File: src/planar_pose_frame_transform_unit_defines.svh
// Assertion macros shared by the pose transform unit
`ifndef PLANAR_POSE_FRAME_TRANSFORM_UNIT_DEFINES_SVH
`define PLANAR_POSE_FRAME_TRANSFORM_UNIT_DEFINES_SVH

// Check a property on every clock edge outside reset
`define PPTF_ASSERT(lbl, prop) \
  lbl: assert property (@(posedge clk) disable iff (!rst_n) prop) \
    else $error("pose transform assertion failed");

// Check a property on every clock edge, reset included
`define PPTF_ASSERT_ALWAYS(lbl, prop) \
  lbl: assert property (@(posedge clk) prop) \
    else $error("pose transform reset assertion failed");

`endif

File: src/pptf_pkg.sv
package pptf_pkg;

  localparam int CORDIC_STAGES = 16;
  localparam int ANGLE_BITS    = 16;

  // Residual angle width and CORDIC datapath width
  localparam int AW = ANGLE_BITS + 2;
  localparam int CW = 34;
  localparam int DW = 33;
  localparam int PW = DW + CW;

  localparam int FIFO_DEPTH = 4;
  localparam int FIFO_PW    = $clog2(FIFO_DEPTH);
  localparam int FIFO_CW    = $clog2(FIFO_DEPTH + 1);

  localparam logic signed [CW-1:0] GAIN_Q30 = CW'(652032874);

  localparam logic signed [AW-1:0] QUARTER = AW'(1) <<< (ANGLE_BITS - 2);
  localparam logic signed [AW-1:0] HALF    = AW'(1) <<< (ANGLE_BITS - 1);

  localparam int ANG_SHL = (ANGLE_BITS >= 16) ? ANGLE_BITS - 16 : 0;
  localparam int ANG_SHR = (ANGLE_BITS < 16) ? 16 - ANGLE_BITS : 0;
  localparam int ATAN_SH = 32 - ANGLE_BITS;

  typedef enum logic {
    REQ_TO_FIELD = 1'b0,
    REQ_TO_ROBOT = 1'b1
  } req_t;

  // Arctangent of 2^-i in 2^32 units per turn
  localparam logic [31:0] ATAN_TURN32 [32] = '{
    32'd536870912, 32'd316933406, 32'd167458907, 32'd85004756, 32'd42667331,
    32'd21354465, 32'd10679838, 32'd5340245, 32'd2670163, 32'd1335087,
    32'd667544, 32'd333772, 32'd166886, 32'd83443, 32'd41722, 32'd20861,
    32'd10430, 32'd5215, 32'd2608, 32'd1304, 32'd652, 32'd326, 32'd163,
    32'd81, 32'd41, 32'd20, 32'd10, 32'd5, 32'd3, 32'd1, 32'd1, 32'd0
  };

  // Classified item handed from front to back
  typedef struct packed {
    logic                   flip;
    logic signed [AW-1:0]   ang;
    logic signed [DW-1:0]   a;
    logic signed [DW-1:0]   b;
    logic signed [31:0]     off_x;
    logic signed [31:0]     off_y;
    logic [31:0]            z;
    logic [15:0]            roll;
    logic [15:0]            pitch;
    logic [15:0]            heading;
  } item_t;

  typedef struct packed {
    logic [FIFO_CW-1:0] count;
    logic               push;
    logic               pop;
  } fifo_stat_t;

  // Arctangent entry rounded half up to the angle resolution
  function automatic logic signed [AW-1:0] atan_entry(input int i);
    logic [32:0] t;
    t = {1'b0, ATAN_TURN32[i]};
    t = (t + ((33'd1 << ATAN_SH) >> 1)) >> ATAN_SH;
    return AW'(signed'(t));
  endfunction

  // Move a 16-bit binary angle to the CORDIC angle resolution
  function automatic logic signed [AW-1:0] to_angle(input logic signed [15:0] a16);
    logic signed [AW-1:0] w;
    w = AW'(a16);
    return (w <<< ANG_SHL) >>> ANG_SHR;
  endfunction

endpackage

File: src/pptf_fifo.sv
module pptf_fifo (
  input  logic                 clk,
  input  logic                 rst_n,
  input  logic                 wr_valid,
  output logic                 wr_ready,
  input  pptf_pkg::item_t      wr_item,
  output logic                 rd_valid,
  input  logic                 rd_ready,
  output pptf_pkg::item_t      rd_item,
  output pptf_pkg::fifo_stat_t stat
);

  pptf_pkg::item_t                  mem [pptf_pkg::FIFO_DEPTH];
  pptf_pkg::item_t                  rd_item_r;
  logic [pptf_pkg::FIFO_PW-1:0]     wr_ptr_r, wr_ptr_nxt, rd_ptr_r, rd_ptr_nxt;
  logic [pptf_pkg::FIFO_CW-1:0]     cnt_r, cnt_nxt;
  logic                             push, pop;

  assign wr_ready = cnt_r != pptf_pkg::FIFO_CW'(pptf_pkg::FIFO_DEPTH);
  assign rd_valid = cnt_r != '0;
  assign push     = wr_valid && wr_ready;
  assign pop      = rd_valid && rd_ready;
  assign rd_item  = rd_item_r;

  // Advance pointers and occupancy
  always_comb begin
    wr_ptr_nxt = push ? wr_ptr_r + 1'b1 : wr_ptr_r;
    rd_ptr_nxt = pop ? rd_ptr_r + 1'b1 : rd_ptr_r;
    cnt_nxt    = cnt_r + pptf_pkg::FIFO_CW'(push) - pptf_pkg::FIFO_CW'(pop);
  end

  always_ff @(posedge clk) begin
    if (!rst_n) begin
      wr_ptr_r <= '0;
      rd_ptr_r <= '0;
      cnt_r    <= '0;
    end else begin
      wr_ptr_r <= wr_ptr_nxt;
      rd_ptr_r <= rd_ptr_nxt;
      cnt_r    <= cnt_nxt;
    end
  end

  // Write the entry; prefetch the next head, passing through an item written to it
  always_ff @(posedge clk) begin
    if (push) begin
      mem[wr_ptr_r] <= wr_item;
    end
    if (push && (wr_ptr_r == rd_ptr_nxt)) begin
      rd_item_r <= wr_item;
    end else begin
      rd_item_r <= mem[rd_ptr_nxt];
    end
  end

  assign stat = '{count: cnt_r, push: push, pop: pop};

endmodule

File: config.mk
export PLATFORM = sky130hd
export DESIGN_NAME = pptf_fifo
export DESIGN_NICKNAME = d
export VERILOG_FILES = /design/src/planar_pose_frame_transform_unit_defines.svh /design/src/pptf_pkg.sv /design/src/pptf_fifo.sv
export SDC_FILE = /design/constraint.sdc
export NUM_CORES = 1
export LEC_CHECK = 0
export BUFFER_PORTS_ARGS = -buffer_cell sky130_fd_sc_hd__buf_2
export CORE_MARGIN = 5
export CORE_UTILIZATION = 50
export DETAILED_ROUTE_END_ITERATION = 6
export GPL_ROUTABILITY_DRIVEN = 0
export PLACE_DENSITY_LB_ADDON = 0.15
export REMOVE_ABC_BUFFERS = 1
export SLEW_MARGIN = 20
export SYNTH_ARGS = -nofsm -noshare
export SYNTH_HDL_FRONTEND = slang
export SYNTH_SLANG_ARGS = --single-unit
File: constraint.sdc
create_clock -name clk -period 8.9 [get_ports clk]
set_input_delay 0.89 -clock clk [delete_from_list [all_inputs] [get_ports clk]]
set_output_delay 0.89 -clock clk [all_outputs]
set_load 0.01 [all_outputs]
==> results of run 1 <==
## registers in the layout (all words and copies together) (netlist names), named ones only
register  cells
mem         916
cnt_r         3
rd_ptr_r      2
wr_ptr_r      2
## logic make-up (layout without fill, tap and decap cells)
kind of cell | count (synthesis) | after routing | share of synthesized area
xor+xnor | 4 | 4 | 0.001038
fa+ha+maj | 7 | 7 | 0.002818
compound gates | 3 | 3 | 0.0008528
flops | 925 | 925 | 0.8204
other cells | 0 | 15 | 0
buf+inv | 58 | 656 | 0.01898
mux | 231 | 231 | 0.1534
simple gates | 16 | 16 | 0.002521
## per-stage QoR
step | utilization | setup TNS, ps | instances
floorplan | - | -510980 | 1191
global placement | 0.5483 | 0 | 2546
detailed placement | 0.5483 | 0 | 2546
CTS | 0.5921 | 0 | 2715
global route | 0.5922 | 0 | 2718
finish | 0.5926 | 0 | 2730
## final cells by class
class,instances,share of cell area
tap,873,0.02749
inverter,5,0.0004724
timing repair buffer,482,0.06349
antenna,15,0.0009448
multi-input combinational,261,0.1367
clock buffer,120,0.06324
sequential,925,0.6970
clock inverter,49,0.01061
## power groups by stage
stage	registers, mW	clock network, mW	logic [mW]
after global placement	5.51	0	2.93
after CTS	5.44	3.80	2.94
after global routing	5.47	4.01	3.06
after detailed placement	5.53	0	2.93
after floorplan	5.84	0	1.94
final	5.43	3.70	2.85
## how the worst min path moves through the flow
stage	startpoint	to	slack (ps)	cells past startpoint
2_1_floorplan	rd_ptr_r[1]	register	430	1
3_3_place_gp	rd_ptr_r[1]	register	430	1
3_5_place_dp	rd_ptr_r[1]	register	430	1
4_1_cts	wr_item[2]	mem[3][2]	410	1
5_1_grt	wr_item[42]	mem[2][42]	430	1
6_report	rd_ptr_r[1]	register	430	1
## routing by layer
metal,global-route usage,up-vias,wire (µm)
li1,-,6478,-
met4,0.05338,22,1629
met2,0.3103,403,34900
met3,0.05454,128,4393
met1,0.2353,7891,26370
met5,0,-,147
## placed cells by master (no fill, tap or decap), types with 2 or more instances in the layout
master / n
xnor2_1: 3
edfxtp_1: 916
nand2_1: 5
clkbuf_8: 2
mux2i_1: 2
clkinv_1: 22
buf_4: 8
buf_2: 468
dfxtp_4: 2
ha_1: 6
bufinv_16: 5
and2_1: 4
clkbuf_1: 22
inv_16: 3
clkinv_2: 15
mux4_2: 229
diode_2: 15
clkbuf_16: 96
inv_1: 5
clkinvlp_4: 2
buf_12: 6
dfxtp_1: 7
and2_4: 4
==> impl_metrics.env, run 1 <==
export IMPL_status="finished clean"
export IMPL_synth_ff_type="edfxtp_1"
export IMPL_root_buffer="clkbuf_16"
export IMPL_wl_per_cell_um=24.70
export IMPL_cts_htree_levels=3
export IMPL_leakage_nw=13.25
export IMPL_critPathArrivalTime_ps=3730
export IMPL_holdCritPathClass="reg2reg"
export IMPL_hold_viol_final=0
export IMPL_ys_types=24
export IMPL_clk_pin_slew_ps=60
export IMPL_crit_fanout=40
export IMPL_start_util=0.5034
export IMPL_place_area_mm2=0.03676
export IMPL_die_w_um=269.8
export IMPL_synth_area_leaders="edfxtp_1, mux4_2, buf_12"
export IMPL_path_cells="buf_4 -> buf_4 -> mux4_2 -> buf_2"
export IMPL_yosys_top_cells_count="edfxtp_1, mux4_2, buf_12, buf_2, dfxtp_1"
export IMPL_maxSlewViolCount=0
export IMPL_max_freq_mhz=216.5
export IMPL_cp_start_kind="register"
export IMPL_hold_buffers=0
export IMPL_synthCells=1244
export IMPL_p_sw_frac=0.2713
export IMPL_synth_seq_area_share=0.8204
export IMPL_fin_ws_ps=4281
export IMPL_postLayoutCellArea_mm2=0.03973
export IMPL_area_growth_syn_to_layout_pct=17.73
export IMPL_r2r_setup_slack_ps=5760
export IMPL_cap_violations=0
export IMPL_vdd_drop_max_uv=213.4
export IMPL_clk_path_buf_depth=3
export IMPL_synth_edff_count=916
export IMPL_drt_antenna_violating_nets=0
export IMPL_track_usage=0.1838
export IMPL_comb_power_share=0.238
export IMPL_clock_sinks=925
export IMPL_worstSetupPathDepth=4
export IMPL_rr_endpoint="mem[2][222]"
export IMPL_p_switching_mw=3.252
export IMPL_cts_tree="built"
export IMPL_worstSetupEndpointType="primary output"
export IMPL_netlist_area_leader_share=0.8150
export IMPL_crit_path_end="rd_item[50]"
export IMPL_worstMarginPinSlew_ps=1011
export IMPL_io_pins=469
export IMPL_clock_latency_ps=620
export IMPL_cts_resized=0
export IMPL_post_route_period_util=0.5190
export IMPL_via_per_inst=5.466
export IMPL_pwr_share_seq=0.453
export IMPL_cp_slowest_cell="buf_4"
export IMPL_fin_crit_ps=4619
export IMPL_antenna_found_initial=22
export IMPL_layout_drive_gt1_share=0.4577
export IMPL_synthArstFlopShare=0
export IMPL_drtIter0Drc=886
export IMPL_cp_slowest_stage_delay_ps=770
export IMPL_multi_input_area_mm2=0.005431
export IMPL_cts_setup_buffers=0
export IMPL_yosysMostFrequentCell="edfxtp_1"
export IMPL_synth_area_mm2=0.03375
export IMPL_yosysWarnings=0
export IMPL_die_area_mm2=0.07279
export IMPL_fill_cells=4796
export IMPL_dp_hpwl_mm=40.29
export IMPL_die_h_um=269.8
export IMPL_timing_hold_ws_ps=433.2
export IMPL_place_port_buffers=468
export IMPL_yosysTopAreaCell="edfxtp_1"
export IMPL_relSlewSlack=0.3261
export IMPL_vias=14920
export IMPL_ff2ff_path_depth=4
export IMPL_core_area_mm2=0.06704
export IMPL_path_class="reg2out"
export IMPL_syn_avg_cell_area_um2=27.13
export IMPL_dp_worst_setup_slack_ps=4750
export IMPL_power_total_mw=11.99
export IMPL_skew_ps=18.07
export IMPL_regArea_mm2=0.02769
export IMPL_clkPwrFrac=0.309
export IMPL_grt_pass1_wl_mm=101.7
export IMPL_first_pass_iters=5
export IMPL_grt_max_degree=125
export IMPL_setup_viol=0
export IMPL_drc=0
export IMPL_routed_wl_mm=67.44
export IMPL_r2r_start="cnt_r[1]"
export IMPL_cpMostUsedCell="buf_4"
export IMPL_path_delay_family="buffers and inverters"
export IMPL_intPower_mw=8.734
export IMPL_cellPowerDensity_mw_per_mm2=301.7
export IMPL_nets=2009
export IMPL_cts_made_buffers=94
export IMPL_gr_total_overflow=0
export IMPL_cp_required_ps=8010
export IMPL_rsz0062_at_grt="false"
export IMPL_ys_ff_latch=925
export IMPL_grt_pass1_vias=16070
export IMPL_critPathBufInv=3
export IMPL_placementRows=95
Power figures use the tool's default switching activity.
==> run 2: changes to the inputs <==
==> constraint.sdc (replaced) <==
create_clock -name clk -period 4.6 [get_ports clk]
set_input_delay 0.46 -clock clk [delete_from_list [all_inputs] [get_ports clk]]
set_output_delay 0.46 -clock clk [all_outputs]
set_load 0.01 [all_outputs]
==> run 2 against run 1 <==
  * Critical path depth shrank 1
  * Core utilization increased by 1.6 points
  * Largest power group unchanged
  * Clock power grew 95%
  * Wire length is 3.3% higher
  * First-iteration DRC count down 0.45%
  * Sequential power increased by 95%
  * Register-to-register slack got worse by 3800 ps
  * Critical path type unchanged
  * Sequential share of layout area down 1.8 points
  * Highest routed layer unchanged
==> impl_metrics.env, run 2 (same netlist as run 1, synthesis figures left out) <==
export IMPL_leakage_nw=13.71
export IMPL_gr_total_overflow=0
export IMPL_cellPowerDensity_mw_per_mm2=575.3
export IMPL_grt_max_degree=86
export IMPL_crit_fanout=39
export IMPL_setup_viol=0
export IMPL_antenna_found_initial=19
export IMPL_die_h_um=269.8
export IMPL_layout_common_cells="edfxtp_1, buf_2, mux4_2"
export IMPL_track_usage=0.1901
export IMPL_post_route_period_util=0.7312
export IMPL_grt_pass1_vias=16620
export IMPL_dp_hpwl_mm=43.29
export IMPL_drc=0
export IMPL_vias=15320
export IMPL_cp_required_ps=4140
export IMPL_skew_ps=32.08
export IMPL_path_class="reg2out"
export IMPL_cts_tree="built"
export IMPL_die_w_um=269.8
export IMPL_io_pins=469
export IMPL_maxSlewViolCount=0
export IMPL_place_area_mm2=0.03705
export IMPL_via_per_inst=5.430
export IMPL_cts_htree_levels=3
export IMPL_path_cells="buf_4 -> mux4_2 -> buf_2"
export IMPL_cp_slowest_stage_delay_ps=980
export IMPL_hold_viol_final=0
export IMPL_fin_tns_setup_ps=0
export IMPL_critPathBufInv=2
export IMPL_routed_wl_mm=69.65
export IMPL_final_common_cell="edfxtp_1"
export IMPL_place_port_buffers=468
export IMPL_holdCritPathClass="in2reg"
export IMPL_fin_crit_ps=3363
export IMPL_wl_per_cell_um=24.69
export IMPL_clk_pin_slew_ps=60
export IMPL_layout_drive_gt1_share=0.4464
export IMPL_die_area_mm2=0.07279
export IMPL_cp_slowest_cell="dfxtp_4"
export IMPL_postLayoutCellArea_mm2=0.04078
export IMPL_max_freq_mhz=297.3
export IMPL_area_growth_syn_to_layout_pct=20.83
export IMPL_core_area_mm2=0.06704
export IMPL_cts_resized=0
export IMPL_drtIter0Drc=882
export IMPL_drt_antenna_violating_nets=0
export IMPL_placementRows=95
export IMPL_vdd_drop_max_uv=478.9
export IMPL_status="finished clean"
export IMPL_path_delay_family="flip-flops"
export IMPL_rsz0062_at_grt="false"
export IMPL_start_util=0.5034
export IMPL_multi_input_area_mm2=0.005431
export IMPL_nets=2101
export IMPL_worstMarginPinSlew_ps=1026
export IMPL_first_pass_iters=4
export IMPL_critPathArrivalTime_ps=2900
export IMPL_cap_violations=0
export IMPL_cp_start_kind="register"
export IMPL_largest_register_ffs=916
export IMPL_clk_path_buf_depth=3
export IMPL_fill_cells=4724
export IMPL_power_total_mw=23.46
export IMPL_root_buffer="clkbuf_16"
export IMPL_fin_ws_ps=1237
export IMPL_top_register="mem"
export IMPL_regArea_mm2=0.02769
export IMPL_reg_top3="mem (916), cnt_r (3)"
export IMPL_hold_buffers=74
export IMPL_relSlewSlack=0.3162
export IMPL_cts_made_buffers=92
export IMPL_dp_worst_setup_slack_ps=1773
export IMPL_clock_latency_ps=640
export IMPL_cts_setup_buffers=0
export IMPL_grt_pass1_wl_mm=105.0
export IMPL_clock_sinks=925
export IMPL_worstSetupEndpointType="primary output"
## run 2: changes by cell type in the layout (fill, tap and decap cells not counted), sizes merged
cell         previous run  this run
bufinv                  5         6
dlygate4sd3             0        74
buf                   482       502
clkinvlp                2         3
clkbuf                120       121
clkinv                 39        40
diode                  15         8
## run 2: worst register-to-register path, cell delays in order (launching register included)
cell and delay, ps:
dfxtp_1 480, nor2_1 120, a21boi_2 380, and2_4 780, buf_12 420
## run 2: power breakdown
| part | switching (mW) | internal (mW) |
|---|---|---|
| registers | 0.366 | 10.2 |
| logic | 2.99 | 2.68 |
| clock network | 3.03 | 4.19 |
| total | 6.39 | 17.1 |
## run 2: worst paths after layout
path | depth (start not counted) | slack, ps | end | from
worst min-delay path | 1 | 50 | mem[3][202] | wr_item[202]
worst max register to register | 4 | 1970 | mem[2][113] | cnt_r[1]
worst min register to register | 1 | 450 | register | rd_ptr_r[1]
worst max-delay path | 3 | 1240 | rd_item[171] | register
## run 2: metrics by stage
step | instances | hold slack [ps] | utilization
4_1_cts | 2813 | 0.3078 | 0.6080
2_1_floorplan | 1191 | 426.2 | -
6_report | 2821 | 45.11 | 0.6083
5_1_grt | 2818 | 11.71 | 0.6082
3_3_place_gp | 2566 | 429.7 | 0.5526
3_5_place_dp | 2566 | 431.9 | 0.5526
## run 2: final cells by class
cell class,instances,share of cell area
antenna,8,0.0004909
clock buffer,121,0.06118
clock inverter,52,0.01166
inverter,5,0.0004602
multi-input combinational,261,0.1332
sequential,925,0.6791
tap,873,0.02679
timing repair buffer,576,0.08708
## run 2: layer usage
layer / vias up / track usage / routed length [µm]
met1: 8108 / 0.2383 / 26720
met4: 20 / 0.05528 / 1484
met3: 114 / 0.05330 / 4266
met2: 400 / 0.3286 / 37070
met5: - / 0 / 103
li1: 6675 / - / -
