<file path="src/planar_pose_frame_transform_unit_defines.svh">
// Assertion macros shared by the pose transform unit
`ifndef PLANAR_POSE_FRAME_TRANSFORM_UNIT_DEFINES_SVH
`define PLANAR_POSE_FRAME_TRANSFORM_UNIT_DEFINES_SVH

// Check a property on every clock edge outside reset
`define PPTF_ASSERT(lbl, prop) \
  lbl: assert property (@(posedge clk) disable iff (!rst_n) prop) \
    else $error("pose transform assertion failed");

// Check a property on every clock edge, reset included
`define PPTF_ASSERT_ALWAYS(lbl, prop) \
  lbl: assert property (@(posedge clk) prop) \
    else $error("pose transform reset assertion failed");

`endif

</file>
<file path="src/pptf_pkg.sv">
package pptf_pkg;

  localparam int CORDIC_STAGES = 16;
  localparam int ANGLE_BITS    = 16;

  // Residual angle width and CORDIC datapath width
  localparam int AW = ANGLE_BITS + 2;
  localparam int CW = 34;
  localparam int DW = 33;
  localparam int PW = DW + CW;

  localparam int FIFO_DEPTH = 4;
  localparam int FIFO_PW    = $clog2(FIFO_DEPTH);
  localparam int FIFO_CW    = $clog2(FIFO_DEPTH + 1);

  localparam logic signed [CW-1:0] GAIN_Q30 = CW'(652032874);

  localparam logic signed [AW-1:0] QUARTER = AW'(1) <<< (ANGLE_BITS - 2);
  localparam logic signed [AW-1:0] HALF    = AW'(1) <<< (ANGLE_BITS - 1);

  localparam int ANG_SHL = (ANGLE_BITS >= 16) ? ANGLE_BITS - 16 : 0;
  localparam int ANG_SHR = (ANGLE_BITS < 16) ? 16 - ANGLE_BITS : 0;
  localparam int ATAN_SH = 32 - ANGLE_BITS;

  typedef enum logic {
    REQ_TO_FIELD = 1'b0,
    REQ_TO_ROBOT = 1'b1
  } req_t;

  // Arctangent of 2^-i in 2^32 units per turn
  localparam logic [31:0] ATAN_TURN32 [32] = '{
    32'd536870912, 32'd316933406, 32'd167458907, 32'd85004756, 32'd42667331,
    32'd21354465, 32'd10679838, 32'd5340245, 32'd2670163, 32'd1335087,
    32'd667544, 32'd333772, 32'd166886, 32'd83443, 32'd41722, 32'd20861,
    32'd10430, 32'd5215, 32'd2608, 32'd1304, 32'd652, 32'd326, 32'd163,
    32'd81, 32'd41, 32'd20, 32'd10, 32'd5, 32'd3, 32'd1, 32'd1, 32'd0
  };

  // Classified item handed from front to back
  typedef struct packed {
    logic                   flip;
    logic signed [AW-1:0]   ang;
    logic signed [DW-1:0]   a;
    logic signed [DW-1:0]   b;
    logic signed [31:0]     off_x;
    logic signed [31:0]     off_y;
    logic [31:0]            z;
    logic [15:0]            roll;
    logic [15:0]            pitch;
    logic [15:0]            heading;
  } item_t;

  typedef struct packed {
    logic [FIFO_CW-1:0] count;
    logic               push;
    logic               pop;
  } fifo_stat_t;

  // Arctangent entry rounded half up to the angle resolution
  function automatic logic signed [AW-1:0] atan_entry(input int i);
    logic [32:0] t;
    t = {1'b0, ATAN_TURN32[i]};
    t = (t + ((33'd1 << ATAN_SH) >> 1)) >> ATAN_SH;
    return AW'(signed'(t));
  endfunction

  // Move a 16-bit binary angle to the CORDIC angle resolution
  function automatic logic signed [AW-1:0] to_angle(input logic signed [15:0] a16);
    logic signed [AW-1:0] w;
    w = AW'(a16);
    return (w <<< ANG_SHL) >>> ANG_SHR;
  endfunction

endpackage

</file>
<file path="src/pptf_front.sv">
module pptf_front (
  input  logic                clk,
  input  logic                rst_n,
  input  logic                in_valid,
  output logic                in_ready,
  input  logic                req_type,
  input  logic [223:0]        in_data,
  output logic                item_valid,
  input  logic                item_ready,
  output pptf_pkg::item_t     item
);

  logic                       vld_r, vld_nxt;
  pptf_pkg::item_t            item_r, item_nxt;
  logic signed [31:0]         px, py, rx, ry;
  logic signed [15:0]         ph, rh, rot16;
  logic signed [pptf_pkg::AW-1:0] ang;

  assign px = in_data[31:0];
  assign py = in_data[63:32];
  assign ph = in_data[143:128];
  assign rx = in_data[175:144];
  assign ry = in_data[207:176];
  assign rh = in_data[223:208];

  assign in_ready = !vld_r || item_ready;

  // Classify request: pick rotation angle, operands and offsets
  always_comb begin
    item_nxt       = item_r;
    item_nxt.z     = in_data[95:64];
    item_nxt.roll  = in_data[111:96];
    item_nxt.pitch = in_data[127:112];
    if (pptf_pkg::req_t'(req_type) == pptf_pkg::REQ_TO_ROBOT) begin
      rot16            = -rh;
      item_nxt.a       = pptf_pkg::DW'(px) - pptf_pkg::DW'(rx);
      item_nxt.b       = pptf_pkg::DW'(py) - pptf_pkg::DW'(ry);
      item_nxt.off_x   = '0;
      item_nxt.off_y   = '0;
      item_nxt.heading = ph - rh;
    end else begin
      rot16            = rh;
      item_nxt.a       = pptf_pkg::DW'(px);
      item_nxt.b       = pptf_pkg::DW'(py);
      item_nxt.off_x   = rx;
      item_nxt.off_y   = ry;
      item_nxt.heading = ph + rh;
    end
    // Fold angles beyond a quarter turn by a half turn
    ang           = pptf_pkg::to_angle(rot16);
    item_nxt.flip = (ang > pptf_pkg::QUARTER) || (ang < -pptf_pkg::QUARTER);
    if (item_nxt.flip) begin
      item_nxt.ang = (ang < 0) ? ang + pptf_pkg::HALF : ang - pptf_pkg::HALF;
    end else begin
      item_nxt.ang = ang;
    end
  end

  always_comb begin
    vld_nxt = vld_r;
    if (in_ready) begin
      vld_nxt = in_valid;
    end
  end

  always_ff @(posedge clk) begin
    if (!rst_n) begin
      vld_r <= 1'b0;
    end else begin
      vld_r <= vld_nxt;
    end
  end

  // Capture item on accept
  always_ff @(posedge clk) begin
    if (in_ready && in_valid) begin
      item_r <= item_nxt;
    end
  end

  assign item_valid = vld_r;
  assign item       = item_r;

endmodule

</file>
<file path="config.mk">
export PLATFORM = sky130hd
export DESIGN_NAME = pptf_front
export DESIGN_NICKNAME = d
export VERILOG_FILES = /design/src/planar_pose_frame_transform_unit_defines.svh /design/src/pptf_pkg.sv /design/src/pptf_front.sv
export SDC_FILE = /design/constraint.sdc
export NUM_CORES = 1
export LEC_CHECK = 0
export BUFFER_PORTS_ARGS = -buffer_cell sky130_fd_sc_hd__buf_4
export CORE_ASPECT_RATIO = 2
export CORE_MARGIN = 2
export CORE_UTILIZATION = 24
export CTS_CLUSTER_SIZE = 28
export DETAILED_ROUTE_END_ITERATION = 10
export PLACE_DENSITY = 0.56
export SETUP_SLACK_MARGIN = 0.2
export SYNTH_ARGS = -nofsm -noshare
export SYNTH_HDL_FRONTEND = slang
export SYNTH_SLANG_ARGS = --single-unit
</file>
<file path="constraint.sdc">
create_clock -name clk -period 13.05 [get_ports clk]
set_clock_uncertainty 0.15 [all_clocks]
set_input_delay 1.305 -clock clk [delete_from_list [all_inputs] [get_ports clk]]
set_output_delay 1.305 -clock clk [all_outputs]
set_load 0.01 [all_outputs]
</file>
==> flow_summary.ini, run 1 <==
[pwr]
vdd_drop_max_uv = 90.5
switching_share_pct = 27.9
p_seq_share_pct = 43.2
switchingPower_mw = 0.583
power.leakage_nw = 7.66
p_int_mw = 1.51
p_per_area_mw_per_mm2 = 118
clkPwrFrac_pct = 32.7
power_frac_comb_pct = 24.2
power_mw = 2.09

[worst_hold_path]
worstHoldEndpoint = item_valid
worstHoldPathType = register to register
min_from = item_valid
holdPathStages = 2

[die]
die_area_mm2 = 0.0550
die_h_um = 330
coreArea_mm2 = 0.0526
die_x_um = 167
core.rowCount = 119
start_util_pct = 24.2
io_pins = 460

[worst_setup_path]
cp_max_fo = 96
crit_path_end_kind = register
r2r_slack_ns = 9.77
cp_data_arrival_time_ns = 4.48
critical_path_class = input pin to register
r2r-end = item[28]
required_ns = 13.27
rr_worst_depth = 4
rr_startpoint = item_valid
cp-start-kind = input pin

[yosys]
syn_nets = 1424
ys.warnings.count = 0
synth_cells = 1112
synth-edff-count = 227
synth.distinct_cells = 76
syn_avg_cell_area_um2 = 11.4
async_reset_ff_share_pct = 0
yosysSeqAreaShare_pct = 53.7
synth-seq-cells = 228
ys.flop_type = edfxtp_1
syn-cell-area_mm2 = 0.0127

[routing]
remaining_drc_errors = 0
routed_wirelength_um = 41600
via_count = 10183
postRouteAntennaNets = 0
post_drt_wl_per_cell_um = 18.4
vias_per_cell = 4.51
drtIter0Drc = 502
first_pass_iters = 5

[clocking]
cts_num_sinks = 228
h-tree-depth = 1
cts_hold_buf = 0
ctsResizeCount = 0
cts_setup_buffers = 0
root_buffer = clkbuf_16
path_clk_slew_ns = 0.07
cts.path.max_buffers = 3
cts_tree = done
cts_made_buffers = 23
clock_latency_ns = 0.54

[timing]
hold_violations = 0
fmax_mhz = 235
maxSlewHeadroom_pct = 36.5
fin_crit_ns = 4.26
tightestPinTransition_ns = 0.953
setup_viol = 0
tns_ns = 0
rsz0062_at_grt = false
setup_ws_ns = 8.79
period_share_pct = 32.6
slew_viol_final = 0

[cells_and_area]
fin_nets = 1885
area_growth_pct = 38.9
layout-drive-gt1-share_pct = 35.6

[global_route]
grtUsageMet3_pct = 3.34
top_usage_layer = met2
grt_pass1_vias = 10626
overflow = 0
use_met2_pct = 26.3
grt_pass1_wl_um = 61100
gr-usage-all-layers_pct = 14.4
met1_usage_pct = 15.9
antenna_found_initial = 3
grt_max_degree = 97

[flow_run]
drv_cap = 0

[placement]
pre_cts_ws_ns = 8.20
gp_congestion = 0.798
dp_hpwl_um = 33100
port_buffers = 459

[status]
status = completed
==> power groups by stage <==
| stage | Clock (mW) | Combinational, mW | Sequential [mW] |
|---|---|---|---|
| floorplan | 0 | 0.252 | 0.958 |
| detailed placement | 0 | 0.510 | 0.920 |
| global placement | 0 | 0.504 | 0.919 |
| CTS | 0.713 | 0.513 | 0.905 |
| finish | 0.684 | 0.506 | 0.904 |
| global route | 0.732 | 0.557 | 0.910 |
==> synthesized netlist by cell type (4+ instances only) <==
library cell | instances | area (µm²)
clkbuf_1 | 18 | 67.6
mux2_2 | 37 | 417
a21o_1 | 31 | 233
o31ai_1 | 9 | 67.6
nand2_1 | 54 | 203
xnor2_1 | 60 | 526
nand2b_1 | 19 | 119
o21ai_0 | 33 | 165
buf_1 | 6 | 22.5
nor2_1 | 129 | 484
or2_2 | 5 | 31.3
o211ai_1 | 7 | 52.6
nand3_1 | 19 | 95.1
o21bai_1 | 9 | 67.6
o21a_1 | 15 | 113
or3_1 | 10 | 62.6
o21ai_1 | 13 | 65.1
nor3_1 | 20 | 100
ha_1 | 80 | 1000
and2_1 | 6 | 37.5
inv_1 | 99 | 372
and3_1 | 11 | 68.8
xor2_1 | 25 | 219
a31oi_1 | 7 | 43.8
edfxtp_1 | 227 | 6820
mux2i_1 | 4 | 40.0
a211oi_1 | 6 | 45.0
nor4_1 | 4 | 25.0
nand4_1 | 7 | 43.8
a21oi_1 | 67 | 335
nor2b_1 | 12 | 75.1
==> layout make-up <==
class,count,area (µm²)
diodes,2,5.00
clock buffers,24,579
clock inverters,17,168
fillers,5329,34900
inverters,99,372
multi-input cells,757,5390
flip-flops and latches,228,6840
well taps,665,832
repair buffers,464,3490
==> registers in the layout (all words and copies together) (netlist names) <==
register / flops
item_valid: 1
item: 227
==> per-layer routing <==
metal | routed length [µm] | vias up | part of all wire (%)
met3 | 2750 | 59 | 6.6
met4 | 1420 | 2 | 3.4
li1 | - | 4952 | -
met1 | 15500 | 4809 | 37
met5 | 12 | - | 0.029
met2 | 21900 | 361 | 53
==> cell usage in the layout (no fill, tap or decap), drive strengths merged, types with 7 or more instances in the layout <==
cell / netlist / layout
nor2b: 13 / 13
inv: 99 / 100
a211oi: 10 / 10
buf: 10 / 464
nand4: 7 / 7
nand3: 19 / 19
clkinv: 0 / 10
nand2: 54 / 54
xnor2: 60 / 60
ha: 80 / 80
a21o: 31 / 31
xor2: 25 / 25
and3: 11 / 11
o21ai: 47 / 47
clkbuf: 18 / 24
edfxtp: 227 / 227
o21a: 16 / 16
o31ai: 10 / 10
or3: 11 / 11
o211ai: 8 / 8
a21oi: 67 / 67
nand2b: 20 / 20
nor2: 129 / 129
nor3: 23 / 23
o21bai: 9 / 9
a31oi: 8 / 8
mux2: 38 / 38
==> through the flow <==
stage | std cells | cell area [µm²] | utilization (%) | hold slack [ns]
4_1_cts | 2254 | 17700 | 33.6 | 0.425
6_report | 2256 | 17700 | 33.6 | 0.415
5_1_grt | 2256 | 17700 | 33.6 | 0.463
3_3_place_gp | 2213 | 16900 | 32.2 | 0.401
2_1_floorplan | 1112 | 12700 | - | 0.460
3_5_place_dp | 2213 | 16900 | 32.2 | 0.410
==> worst max path at each step <==
| stage | startpoint | to | slack, ns | cells past startpoint |
|---|---|---|---|---|
| CTS | req_type | item[14] | 8.78 | 12 |
| global route | req_type | item[14] | 8.61 | 12 |
| global placement | req_type | item[14] | 8.24 | 12 |
| floorplan | item_ready | item[0] | 5.60 | 2 |
| finish | req_type | item[14] | 8.79 | 12 |
| detailed placement | req_type | item[14] | 8.20 | 12 |
==> worst max-delay path, cell delays in order <==
cell and delay, ns:
buf_6 0.52, mux2i_1 0.25, fa_1 0.47, a21o_1 0.18, a21oi_1 0.23, o21bai_1 0.12
a211o_1 0.33, nand3_1 0.12, nand3_1 0.09, o211ai_1 0.21, or4b_1 0.47, o211ai_1 0.11
==> kinds of logic after synthesis <==
logic type / count (synthesis) / share of synthesized area (%)
AO/OA/AOI/OAI: 237 / 12.8
XOR/XNOR: 85 / 5.85
adder cells (fa/ha/maj): 83 / 8.34
buffers and inverters: 127 / 3.92
flip-flops: 228 / 53.7
multiplexers: 42 / 3.68
AND/OR/NAND/NOR: 310 / 11.7
Power figures use the tool's default switching activity.
==> run 2: changes to the inputs <==
--- a/config.mk
+++ b/config.mk
@@ -11,7 +11,7 @@
 export CORE_UTILIZATION = 24
 export CTS_CLUSTER_SIZE = 28
 export DETAILED_ROUTE_END_ITERATION = 10
-export PLACE_DENSITY = 0.56
+export PLACE_DENSITY = 0.57
 export SETUP_SLACK_MARGIN = 0.2
 export SYNTH_ARGS = -nofsm -noshare
 export SYNTH_HDL_FRONTEND = slang
==> constraint.sdc (replaced) <==
create_clock -name clk -period 3.9 [get_ports clk]
set_clock_uncertainty 0.15 [all_clocks]
set_input_delay 0.39 -clock clk [delete_from_list [all_inputs] [get_ports clk]]
set_output_delay 0.39 -clock clk [all_outputs]
set_load 0.01 [all_outputs]
==> run 2 against run 1 <==
Compared with the run above: sequential power grew to 3.3 times the previous value; register-to-register slack lost 7.9 ns; global-route usage grew 0.74 points; power grew to 3.4 times the previous value; die area is the same; critical path depth grew 2; clock power grew to 3.2 times the previous value; via count grew 7.6%; critical endpoint is now item[207]; non-clock buffer count grew 179; clock-buffer cell count grew 3; flip-flop and latch count is the same.
==> flow_summary.ini, run 2 (synthesis gave the netlist of run 1 again) <==
[global_route]
overflow = 0
gr-usage-all-layers_pct = 15.1
grt_max_degree = 60
grt_pass1_wl_um = 65300
grt_pass1_vias = 11568
antenna_found_initial = 2

[routing]
remaining_drc_errors = 0
vias_per_cell = 4.50
postRouteAntennaNets = 0
drtIter0Drc = 626
post_drt_wl_per_cell_um = 17.9
routed_wirelength_um = 43600
via_count = 10956
first_pass_iters = 5

[pwr]
p_seq_share_pct = 42.5
clkPwrFrac_pct = 31.1
power_frac_comb_pct = 26.4
switching_share_pct = 29.1
p_per_area_mw_per_mm2 = 364
power.leakage_nw = 8.42
switchingPower_mw = 2.07
vdd_drop_max_uv = 308
p_int_mw = 5.05

[clocking]
cts_tree = done
cts_made_buffers = 24
cts.path.max_buffers = 3
path_clk_slew_ns = 0.07
clock_latency_ns = 0.56
cts_num_sinks = 228
root_buffer = clkbuf_16
h-tree-depth = 1

[timing]
period_share_pct = 91.4
tightestPinTransition_ns = 0.840
rsz0062_at_grt = false
tns_ns = 0
fmax_mhz = 281
slew_viol_final = 0
maxSlewHeadroom_pct = 44.0
setup_viol = 0
fin_crit_ns = 3.56
setup_ws_ns = 0.337
hold_violations = 0

[placement]
port_buffers = 459
gp_congestion = 0.837
dp_hpwl_um = 33500
place_area_mm2 = 0.0170
pre_cts_ws_ns = 0.223

[flow_run]
drv_cap = 0

[cells_and_area]
layout_commonest_cell = buf_4
fillers = 5169
largest_reg_flops = 227
layout-drive-gt1-share_pct = 32.7
area.sequential_mm2 = 0.00684
final_area_mm2 = 0.0195
multi_input_area_mm2 = 0.00544
area_growth_pct = 53.4
final_cell_mix = buf_4, edfxtp_1, dlygate4sd3_1
fin_nets = 2065

[worst_setup_path]
cp_data_arrival_time_ns = 3.69
critical_path_class = input pin to register
cp-start-kind = input pin
required_ns = 4.02
crit_path_end_kind = register
cp_max_fo = 5

[die]
core.rowCount = 119
die_h_um = 330
coreArea_mm2 = 0.0526
io_pins = 460
die_x_um = 167
start_util_pct = 24.2
die_area_mm2 = 0.0550

[status]
status = completed

[worst_hold_path]
worstHoldPathType = input pin to register
run 2: changes by cell type in the layout (fill, tap and decap cells not counted), moves of 3 or more:
| cell | delta |
|---|---|
| o31ai_1 | -3 |
| clkinv_2 | -3 |
| dlygate4sd3_1 | +172 |
| bufinv_16 | -3 |
| buf_12 | +4 |
| buf_4 | +3 |
run 2: power groups by stage:
stage / Combinational, mW / Clock, mW / Sequential [mW]
floorplan: 0.844 / 0 / 3.18
global placement: 1.70 / 0 / 3.07
detailed placement: 1.73 / 0 / 3.08
CTS: 1.88 / 2.33 / 3.02
global route: 2.05 / 2.39 / 3.04
finish: 1.88 / 2.21 / 3.02
run 2: layout make-up:
| class | instances | share of cell area, % |
|---|---|---|
| sequential | 228 | 35.0 |
| multi-input combinational | 757 | 27.9 |
| timing repair buffer | 643 | 27.2 |
| tap | 665 | 4.26 |
| clock buffer | 27 | 3.13 |
| inverter | 99 | 1.90 |
| clock inverter | 16 | 0.596 |
| antenna | 1 | 0.0128 |
run 2: final timing paths:
kind,startpoint,end,slack (ns),cells past startpoint
min reg2reg,item_valid,item[105],0.95,2
max reg2reg,item_valid,item[66],1.87,3
max,in_data[0],item[207],0.34,14
min,in_data[173],item[141],0.04,3
run 2: what timing repair did:
item / CTS / global route
gates resized for setup: 0 / 10
endpoints found under the hold margin: 172 / 0
buffers inserted: 0 / 1
hold buffers: 172 / 0
endpoints found under the setup margin: 0 / 9
run 2: metrics by stage:
stage | instances | hold slack [ns] | util [%] | total power, mW
after CTS | 2434 | 0.00127 | 37.0 | 7.23
after floorplan | 1112 | 0.339 | - | 4.03
after global placement | 2219 | 0.377 | 32.4 | 4.77
after global routing | 2436 | 0.0296 | 37.2 | 7.48
after detailed placement | 2219 | 0.392 | 32.4 | 4.80
final | 2436 | 0.0401 | 37.2 | 7.11
run 2: routing by layer:
| layer | GRT usage [%] | wire length (µm) |
|---|---|---|
| met1 | 16.8 | 16300 |
| met2 | 27.9 | 22700 |
| met3 | 3.12 | 3000 |
| met4 | 6.24 | 1580 |
| met5 | 0 | 10 |
run 2: worst max-delay path: stages:
cell,delay (ns)
dlygate4sd3_1,0.52
buf_4,0.10
inv_1,0.03
ha_1,0.22
fa_1,0.43
nor2b_2,0.18
o31ai_2,0.12
a211oi_2,0.24
o22ai_1,0.14
o21a_2,0.26
a41o_1,0.34
o32a_1,0.39
mux2_1,0.21
o221ai_1,0.11
